===== config.mk =====
export PLATFORM = sky130hd
export DESIGN_NAME = dcac_argpick
export DESIGN_NICKNAME = d
export VERILOG_FILES = /design/src/rtl/dcac_pkg.sv /design/src/rtl/dcac_argpick.sv
export SDC_FILE = /design/constraint.sdc
export NUM_CORES = 1
export LEC_CHECK = 0
export BUFFER_PORTS_ARGS = -buffer_cell sky130_fd_sc_hd__buf_2
export CAP_MARGIN = 20
export CORE_ASPECT_RATIO = 1.2
export CORE_MARGIN = 10
export CORE_UTILIZATION = 50
export DETAILED_ROUTE_END_ITERATION = 12
export GPL_ROUTABILITY_DRIVEN = 0
export PLACE_DENSITY = 0.83
export SETUP_SLACK_MARGIN = 0.2
export SLEW_MARGIN = 10
export SYNTH_ARGS = -nofsm -noshare
export SYNTH_HDL_FRONTEND = slang
export SYNTH_SLANG_ARGS = --single-unit

===== constraint.sdc =====
create_clock -name vclk -period 11.7
set_clock_uncertainty 0.05 [all_clocks]
set_input_delay 1.755 -clock vclk [all_inputs]
set_output_delay 1.755 -clock vclk [all_outputs]
set_load 0.05 [all_outputs]

===== src/rtl/dcac_pkg.sv =====
// shared constants and types for the dilated convolution argmax counter
package dcac_pkg;

   // default sizes of the kernel group and sample line
   localparam int KERNELS_DEF     = 8;
   localparam int TAPS_DEF        = 9;
   localparam int SAMPLE_BITS_DEF = 16;
   localparam int MAX_GAP_DEF     = 31;

   // field widths
   localparam int VALUE_W   = 16;
   localparam int WEIGHT_W  = 16;
   localparam int KIDX_W    = 3;
   localparam int TIDX_W    = 4;
   localparam int ACC_W     = 32;
   localparam int SOFT_W    = 16;
   localparam int HARD_W    = 10;
   localparam int COUNT_W   = 10;
   localparam int COUNT_MAX = 1023;

   // configuration registers
   localparam int GAP_CFG_W   = 5;
   localparam int WCNT_W      = 10;
   localparam int SHIFT_W     = 5;
   localparam int WCNT_RESET  = 140;
   localparam int CSR_IDX_W   = 2;
   localparam int CSR_DATA_W  = 10;

   // stream payload widths
   localparam int REQ_TDATA_W = 24;
   localparam int RSP_TDATA_W = 32;

   typedef enum logic {
      ACT_WEIGHT = 1'b0,
      ACT_SAMPLE = 1'b1
   } action_type;

   typedef enum logic [CSR_IDX_W-1:0] {
      CSR_DILATION_GAP = 2'd0,
      CSR_WINDOW_COUNT = 2'd1,
      CSR_RESULT_SHIFT = 2'd2
   } csr_reg_type;

endpackage


===== src/rtl/dcac_argpick.sv =====
// first strict maximum and first strict minimum over the kernel sums
module dcac_argpick import dcac_pkg::*; #(
   parameter int KERNELS = KERNELS_DEF
) (
   input  logic [ACC_W-1:0]             sums [KERNELS],
   output logic [$clog2(KERNELS)-1:0]   hi_idx,
   output logic [$clog2(KERNELS)-1:0]   lo_idx
);

   localparam int KI_W = $clog2(KERNELS);
   localparam int LVLS = KI_W;
   localparam int P    = 1 << LVLS;

   logic signed [ACC_W-1:0] hv [LVLS+1][P];
   logic signed [ACC_W-1:0] lv [LVLS+1][P];
   logic [KI_W-1:0]         hi_i [LVLS+1][P];
   logic [KI_W-1:0]         lo_i [LVLS+1][P];
   logic                    ok [LVLS+1][P];

   // pairwise tree, ties keep the lower kernel number
   always_comb begin
      for (int l = 0; l <= LVLS; l++) begin
         for (int i = 0; i < P; i++) begin
            hv[l][i]   = '0;
            lv[l][i]   = '0;
            hi_i[l][i] = '0;
            lo_i[l][i] = '0;
            ok[l][i]   = 1'b0;
         end
      end
      for (int i = 0; i < P; i++) begin
         ok[0][i]   = (i < KERNELS);
         hv[0][i]   = sums[i % KERNELS];
         lv[0][i]   = sums[i % KERNELS];
         hi_i[0][i] = KI_W'(i);
         lo_i[0][i] = KI_W'(i);
      end
      for (int l = 0; l < LVLS; l++) begin
         for (int i = 0; i < P / 2; i++) begin
            if (i < (P >> (l + 1))) begin
               ok[l+1][i] = ok[l][2*i];
               if (ok[l][2*i+1] && (hv[l][2*i+1] > hv[l][2*i])) begin
                  hv[l+1][i]   = hv[l][2*i+1];
                  hi_i[l+1][i] = hi_i[l][2*i+1];
               end else begin
                  hv[l+1][i]   = hv[l][2*i];
                  hi_i[l+1][i] = hi_i[l][2*i];
               end
               if (ok[l][2*i+1] && (lv[l][2*i+1] < lv[l][2*i])) begin
                  lv[l+1][i]   = lv[l][2*i+1];
                  lo_i[l+1][i] = lo_i[l][2*i+1];
               end else begin
                  lv[l+1][i]   = lv[l][2*i];
                  lo_i[l+1][i] = lo_i[l][2*i];
               end
            end
         end
      end
   end

   assign hi_idx = hi_i[LVLS][0];
   assign lo_idx = lo_i[LVLS][0];

endmodule


==> results of run 1 <==
==> cells by family after synthesis <==
family / after synthesis / synth area share
buffers and inverters: 263 / 0.0843
AOI/OAI and AO/OA: 428 / 0.215
adders and majority gates: 317 / 0.330
and+or+nand+nor: 358 / 0.145
muxes: 260 / 0.226
==> worst max-delay path, delay by kind of cell <==
| family | cells | cell delay [ns] |
|---|---|---|
| AND/OR/NAND/NOR | 6 | 1.21 |
| adder cells (fa/ha/maj) | 3 | 0.95 |
| multiplexers | 2 | 0.60 |
| buffers and inverters | 7 | 1.11 |
| AO/OA/AOI/OAI | 17 | 3.93 |
==> final cells by class <==
| class | instances | area share |
|---|---|---|
| repair buffers | 331 | 0.136 |
| well taps | 320 | 0.0279 |
| multi-input cells | 1364 | 0.782 |
| inverters | 206 | 0.0538 |
==> through the flow <==
stage               utilization  power (mW)  hold slack (ns)  std cells  setup WS (ns)
floorplan                     -        1.10             4.07       1626          0.209
global placement          0.582        1.51             4.32       2187         -0.144
detailed placement        0.582        1.56             4.33       2187         -0.272
CTS                       0.584        1.58             4.34       2191          0.195
global route              0.604        1.87             4.34       2221         0.0175
finish                    0.604        1.72             4.32       2221          0.345
==> path summary, 6_finish.rpt <==
check,from,endpoint,slack [ns],cells past startpoint
worst min-delay path,sums[0],lo_idx[2],4.32,6
worst max-delay path,sums[165],hi_idx[0],0.34,35
==> synth_stat cells, drive strengths merged (3+ instances only) <==
library cell | count | share of area
clkbuf | 37 | 0.012
nand3 | 29 | 0.012
mux2 | 96 | 0.090
and4 | 5 | 0.0036
a2111oi | 4 | 0.0029
nor3 | 19 | 0.0079
inv | 206 | 0.064
and2 | 6 | 0.0031
o21ai | 106 | 0.044
a221o | 9 | 0.0075
nand2b | 6 | 0.0031
a211oi | 9 | 0.0065
a31oi | 5 | 0.0031
nand2 | 66 | 0.021
buf | 20 | 0.0084
nor2b | 15 | 0.0078
ha | 317 | 0.33
nand4 | 50 | 0.026
a21boi | 4 | 0.0025
o21a | 12 | 0.0075
o21bai | 5 | 0.0031
nor4 | 13 | 0.0093
nor2 | 133 | 0.042
o31a | 4 | 0.0029
a21o | 48 | 0.030
a221oi | 6 | 0.0044
mux2i | 164 | 0.14
a211o | 4 | 0.0029
a21oi | 181 | 0.075
o221ai | 3 | 0.0022
o211ai | 11 | 0.0069
and3 | 4 | 0.0021
==> per-layer routing <==
metal | part of all wire | wire, um | vias to the layer above
met5 | 0.00038 | 18 | -
met4 | 0.067 | 3140 | 2
met3 | 0.095 | 4460 | 225
met2 | 0.46 | 21500 | 843
met1 | 0.38 | 17700 | 6378
li1 | - | - | 6543
==> cell usage in the layout (no fill, tap or decap), types with 15 or more instances in the layout <==
| cell | instances |
|---|---|
| ha_1 | 317 |
| nor2b_1 | 15 |
| nand3_1 | 29 |
| nor2_1 | 133 |
| mux2_2 | 89 |
| a21o_1 | 48 |
| a21oi_1 | 173 |
| nor3_1 | 18 |
| mux2i_1 | 160 |
| nand4_1 | 50 |
| buf_4 | 52 |
| o21ai_0 | 99 |
| nand2_1 | 66 |
| buf_2 | 261 |
| inv_1 | 206 |
==> what timing repair did <==
item,4_1_cts,5_1_grt
endpoints found under the setup margin,5,6
gates resized for setup,4,50
pin swaps,0,12
setup buffers,4,25
gates cloned,0,5
endpoints found under the hold margin,0,0
hold buffers,0,0
==> power breakdown <==
part / switching (mW) / internal, mW / leakage [nW]
combinational: 1.00 / 0.724 / 7.94
clock: 0 / 0 / 0
sequential: 0 / 0 / 0
==> results.cfg, run 1 <==
[run_status]
status = complete, no violations

[sta]
drv_slew = 0
post-route-period-util = 0.971
setup_tns_ns = 0
hold_viol_final = 0
setup_violations = 0
tightest_slew_ns = 0.678
fmax_mhz = 88.1
relSlewSlack = 0.544
rsz0062_at_grt = yes
period_minus_slack_ns = 11.36

[global_route]
antenna_found_initial = 1
busiest_layer = met2
globalRouteMet1Util = 0.316
grt_use_total = 0.270
use_met2 = 0.465
grt_util_met3 = 0.0465
grt_pass1_wl_mm = 68.3
grt_pass1_vias = 13700
grt_start_max_net_pins = 67
overflow = 0

[layout]
fillers = 2145
synthToLayoutAreaGrowth_pct = 19.6
multi_input_comb_area_um2 = 11200
regArea_um2 = 0
num_antenna_cells = 0
nets = 2476
clock_buffers = 0
fin_area_um2 = 14400
drive_gt1_frac = 0.242
n_sequential_cell = 0

[logic_synthesis]
synth_warnings = 0
syn_area_um2 = 12000
synth_seq_area_share = 0
synth_cells = 1626
avgSynthCellArea_um2 = 7.39
ys_types = 60
synth_nets = 2199

[detailed_routing]
remaining_drc_errors = 0
ant_nets = 0
drt_iter0_markers = 1289
vias_per_cell = 6.30
wl_per_cell_um = 21.1
vias = 14000
drt-total-wl_mm = 46.8
drtPass1Iterations = 5

[placed_design]
dp_hpwl_mm = 39.3
dpl_cell_area_um2 = 13900
numPortBuffers = 262

[power_and_ir_drop]
ir_drop_mv = 0.0688
pwr_density_cell_nw_per_um2 = 120
p_leak_nw = 7.94

[floorplanning]
dieArea_um2 = 30700
row_count = 62
die_y_um = 190
io_pins = 262
die_w_um = 162
coreArea_um2 = 23800
start_util = 0.505

[worst_setup_path]
max_stage_delay_ns = 0.50
cp-start-kind = input port
slowest_stage = or4_1
crit_required_ns = 9.90
crit_type = input port to primary output
setup.worst_path.end_class = primary output
worst-endpoint-arrival_ns = 9.55
crit_path_max_fanout = 10

[run]
maxCapViolCount = 0

[worst_hold_path]
holdCritPathClass = input port to primary output
Power figures use the tool's default switching activity.
==> run 2: changes to the inputs <==
Settings changed: CORE_UTILIZATION 50 to 38, PLACE_DENSITY 0.83 to 0.68.
==> run 2 against run 1 <==
Compared with the run above:
- total power about the same
- combinational power about the same
- first-iteration DRC count decreased by 17%
- critical path depth decreased by 2
- clock-buffer cell count unchanged
- largest power group unchanged
==> results.cfg, run 2 (synthesis gave the netlist of run 1 again) <==
[sta]
setup_violations = 0
post-route-period-util = 0.960
drv_slew = 0
hold_viol_final = 0
period_minus_slack_ns = 11.23
relSlewSlack = 0.542
fmax_mhz = 89.1
rsz0062_at_grt = yes
whs_ns = 4.41
setup_tns_ns = 0
tightest_slew_ns = 0.680

[run_status]
status = complete, no violations

[layout]
clock_buffers = 0
final_cell_mix = ha_1, buf_2, inv_1
regArea_um2 = 0
stdcell_count = 2306
drive_gt1_frac = 0.248
nets = 2476
n_sequential_cell = 0
synthToLayoutAreaGrowth_pct = 20.8
final_common_cell = ha_1

[worst_setup_path]
setup.worst_path.end_class = primary output
crit_type = input port to primary output
crit_path_max_fanout = 20
cp-start-kind = input port
path_common_cell = ha_1
crit_required_ns = 9.90
worst-endpoint-arrival_ns = 9.42
slowest_stage = or4_4
max_stage_delay_ns = 0.53

[detailed_routing]
wl_per_cell_um = 20.7
drtPass1Iterations = 6
drt_iter0_markers = 1074
vias = 13300
drt-total-wl_mm = 47.8
ant_nets = 0
vias_per_cell = 5.75
remaining_drc_errors = 0

[floorplanning]
row_count = 71
die_y_um = 215
coreArea_um2 = 31300
io_pins = 262
die_w_um = 182
dieArea_um2 = 39200
start_util = 0.385

[run]
maxCapViolCount = 0

[worst_hold_path]
holdCritPathClass = input port to primary output
worstHoldPathCells = 7

[power_and_ir_drop]
p_leak_nw = 7.93
ir_drop_mv = 0.115
pwr_density_cell_nw_per_um2 = 119

[global_route]
grt_util_met3 = 0.0328
grt_use_total = 0.223
grt_pass1_vias = 13200
grt_start_max_net_pins = 67
antenna_found_initial = 6
busiest_layer = met2
grt_pass1_wl_mm = 71.1
overflow = 0
globalRouteMet1Util = 0.268
use_met2 = 0.390

[placed_design]
placedCellCount = 2280
dp_hpwl_mm = 41.9
numPortBuffers = 262
run 2: cell types whose count changed in the layout (fill, tap and decap cells not counted), moves of 3 or more:
| cell | before | now |
|---|---|---|
| buf_4 | 52 | 58 |
| diode_2 | 0 | 4 |
| nor3_1 | 18 | 15 |
| o21ai_1 | 5 | 13 |
| o21ai_0 | 99 | 92 |
| nor4_1 | 9 | 6 |
| nor3_2 | 1 | 4 |
run 2: final timing paths:
check	from	to	slack (ns)
max	sums[133]	hi_idx[1]	0.47
min	sums[0]	lo_idx[2]	4.41
run 2: area by class of cell:
class / count / area (um2)
timing repair buffer: 330 / 1920
antenna: 4 / 10.0
inverter: 206 / 773
multi-input combinational: 1365 / 11300
fill: 3175 / 16700
tap: 401 / 502
run 2: routing by layer:
layer	vias to the layer above	part of all wire	wire length, um
li1	6540	-	-
met1	6081	0.41	19500
met2	546	0.48	22800
met3	100	0.070	3340
met4	4	0.043	2050
met5	-	0.00040	19
run 2: where the power goes:
part	total, mW	internal, mW	switching (mW)	leakage, nW
Combinational	1.72	0.727	0.996	7.93
Sequential	0	0	0	0
Clock	0.0000000458	0.0000000458	0	0.0000254
Total	1.72	0.727	0.996	7.93
run 2: per-stage QoR:
| stage | power (mW) | utilization | cell area (um2) | worst slack [ns] |
|---|---|---|---|---|
| final | 1.72 | 0.465 | 14500 | 0.473 |
| after global routing | 1.89 | 0.465 | 14500 | 0.133 |
| after global placement | 1.55 | 0.449 | 14100 | -0.0766 |
| after floorplan | 1.10 | - | 12000 | 0.209 |
| after detailed placement | 1.59 | 0.449 | 14100 | -0.162 |
| after CTS | 1.62 | 0.452 | 14100 | 0.173 |
run 2: what timing repair did:
action	CTS	global route
gates cloned	0	4
pin swaps	1	16
hold buffers	0	0
setup endpoints to repair	5	6
setup buffers	3	15
resized for setup	12	61
run 2: critical path: cells and delay by family:
kind,cells,cell delay [ns]
adders and majority gates,3,0.96
buffers and inverters,6,0.96
muxes,3,0.86
and+or+nand+nor,11,2.64
AOI/OAI and AO/OA,10,2.24
==> run 3: changes to the inputs <==
Settings changed: SETUP_SLACK_MARGIN 0.2 to 0.02.
Clock period 11.7 ns to 10.45 ns, I/O delays scaled along.
==> run 3 against run 2 <==
Compared with the run above:
- the run now ends with setup timing left
- hold slack got worse by 0.35 ns
- critical path depth increased by 3
- global-route usage increased by 2.1 points
- clock-buffer cell count unchanged
- utilization increased by 15 points
- cell area increased by 33%
- total power increased by 59%
- critical endpoint unchanged
==> results.cfg, run 3 (synthesis gave the netlist of run 1 again) <==
[global_route]
overflow = 0
grt_pass1_wl_mm = 78.2
grt_start_max_net_pins = 38
grt_pass1_vias = 15500
antenna_found_initial = 0
grt_use_total = 0.244

[worst_setup_path]
crit_required_ns = 8.83
slowest_stage = or4_1
crit_type = input port to primary output
cp-start-kind = input port
crit_family = compound AO/OA/AOI/OAI gates
setup.worst_path.end_class = primary output
crit_path_max_fanout = 8
max_stage_delay_ns = 0.53
worst-endpoint-arrival_ns = 9.27
path_buf_inv = 10

[sta]
hold_viol_final = 0
fmax_mhz = 91.9
rsz0062_at_grt = yes
drv_slew = 0
tightest_slew_ns = 0.722
period_minus_slack_ns = 10.88
setup_tns_ns = -1.51
setup_violations = 6
relSlewSlack = 0.514
post-route-period-util = 1.04
worst_slack_ns = -0.433

[layout]
clock_buffers = 0
final_cell_mix = buf_4, ha_1, buf_2
fin_area_um2 = 19400
final_common_cell = buf_4
nets = 2847
n_sequential_cell = 0
regArea_um2 = 0
drive_gt1_frac = 0.455
synthToLayoutAreaGrowth_pct = 61.1

[floorplanning]
row_count = 71
dieArea_um2 = 39200
die_y_um = 215
io_pins = 262
start_util = 0.385
coreArea_um2 = 31300
die_w_um = 182

[power_and_ir_drop]
ir_drop_mv = 0.178
p_leak_nw = 10.1
pwr_density_cell_nw_per_um2 = 141

[placed_design]
dp_hpwl_mm = 44.1
numPortBuffers = 262
dpl_cell_area_um2 = 16500

[detailed_routing]
remaining_drc_errors = 0
wl_per_cell_um = 21.6
drtPass1Iterations = 7
ant_nets = 0
drt-total-wl_mm = 57.9
drt_iter0_markers = 1059
vias_per_cell = 5.89
vias = 15800

[run_status]
status = finished, violations left
violations = setup timing

[worst_hold_path]
holdCritPathClass = input port to primary output

[clock_network]
hold_buffers = 0

[run]
maxCapViolCount = 0
[run 3: changes by cell type in the layout (fill, tap and decap cells not counted), sizes merged]
cell    previous run  this run
o21bai             6         7
buf              328       693
clkbuf             2         6
and2               7         6
bufbuf             0         2
diode              4         1
[run 3: routing by layer]
layer | track usage | vias to the layer above | share of wire
li1 | - | 7301 | -
met1 | 0.246 | 7350 | 0.35
met2 | 0.464 | 801 | 0.50
met3 | 0.0289 | 299 | 0.070
met4 | 0.149 | 0 | 0.078
met5 | 0 | - | 0
[run 3: worst paths after layout]
| path | start | end | slack (ns) | cells after the start |
|---|---|---|---|---|
| max | sums[174] | hi_idx[1] | -0.43 | 36 |
| min | sums[192] | lo_idx[0] | 4.05 | 7 |
[run 3: power by group]
group	switching (mW)	total, mW	internal [mW]
combinational	1.42	2.73	1.31
sequential	0	0	0
clock	0	0.0000000128	0.0000000128
total	1.42	2.73	1.31
[run 3: layout make-up]
| class | instances | area, um2 |
|---|---|---|
| inverters | 206 | 781 |
| multi-input cells | 1365 | 12900 |
| fillers | 2519 | 11900 |
| diodes | 1 | 2.50 |
| repair buffers | 701 | 5190 |
| well taps | 401 | 502 |
[run 3: metrics by stage]
step / setup WS [ns] / hold WS, ns / total power, mW / std cells / utilization
floorplan: -0.0775 / 3.60 / 1.28 / 1626 / -
global placement: -0.434 / 4.00 / 1.98 / 2585 / 0.526
detailed placement: -0.581 / 4.01 / 2.03 / 2585 / 0.526
CTS: 0.0230 / 4.11 / 2.26 / 2626 / 0.557
global route: -0.605 / 4.12 / 2.90 / 2673 / 0.619
finish: -0.433 / 4.05 / 2.73 / 2674 / 0.619
[run 3: repair_timing]
action	in CTS	in global routing
gates resized for setup	131	288
gates cloned	5	5
setup buffers	36	43
endpoints found under the setup margin	6	6
pin swaps	34	106
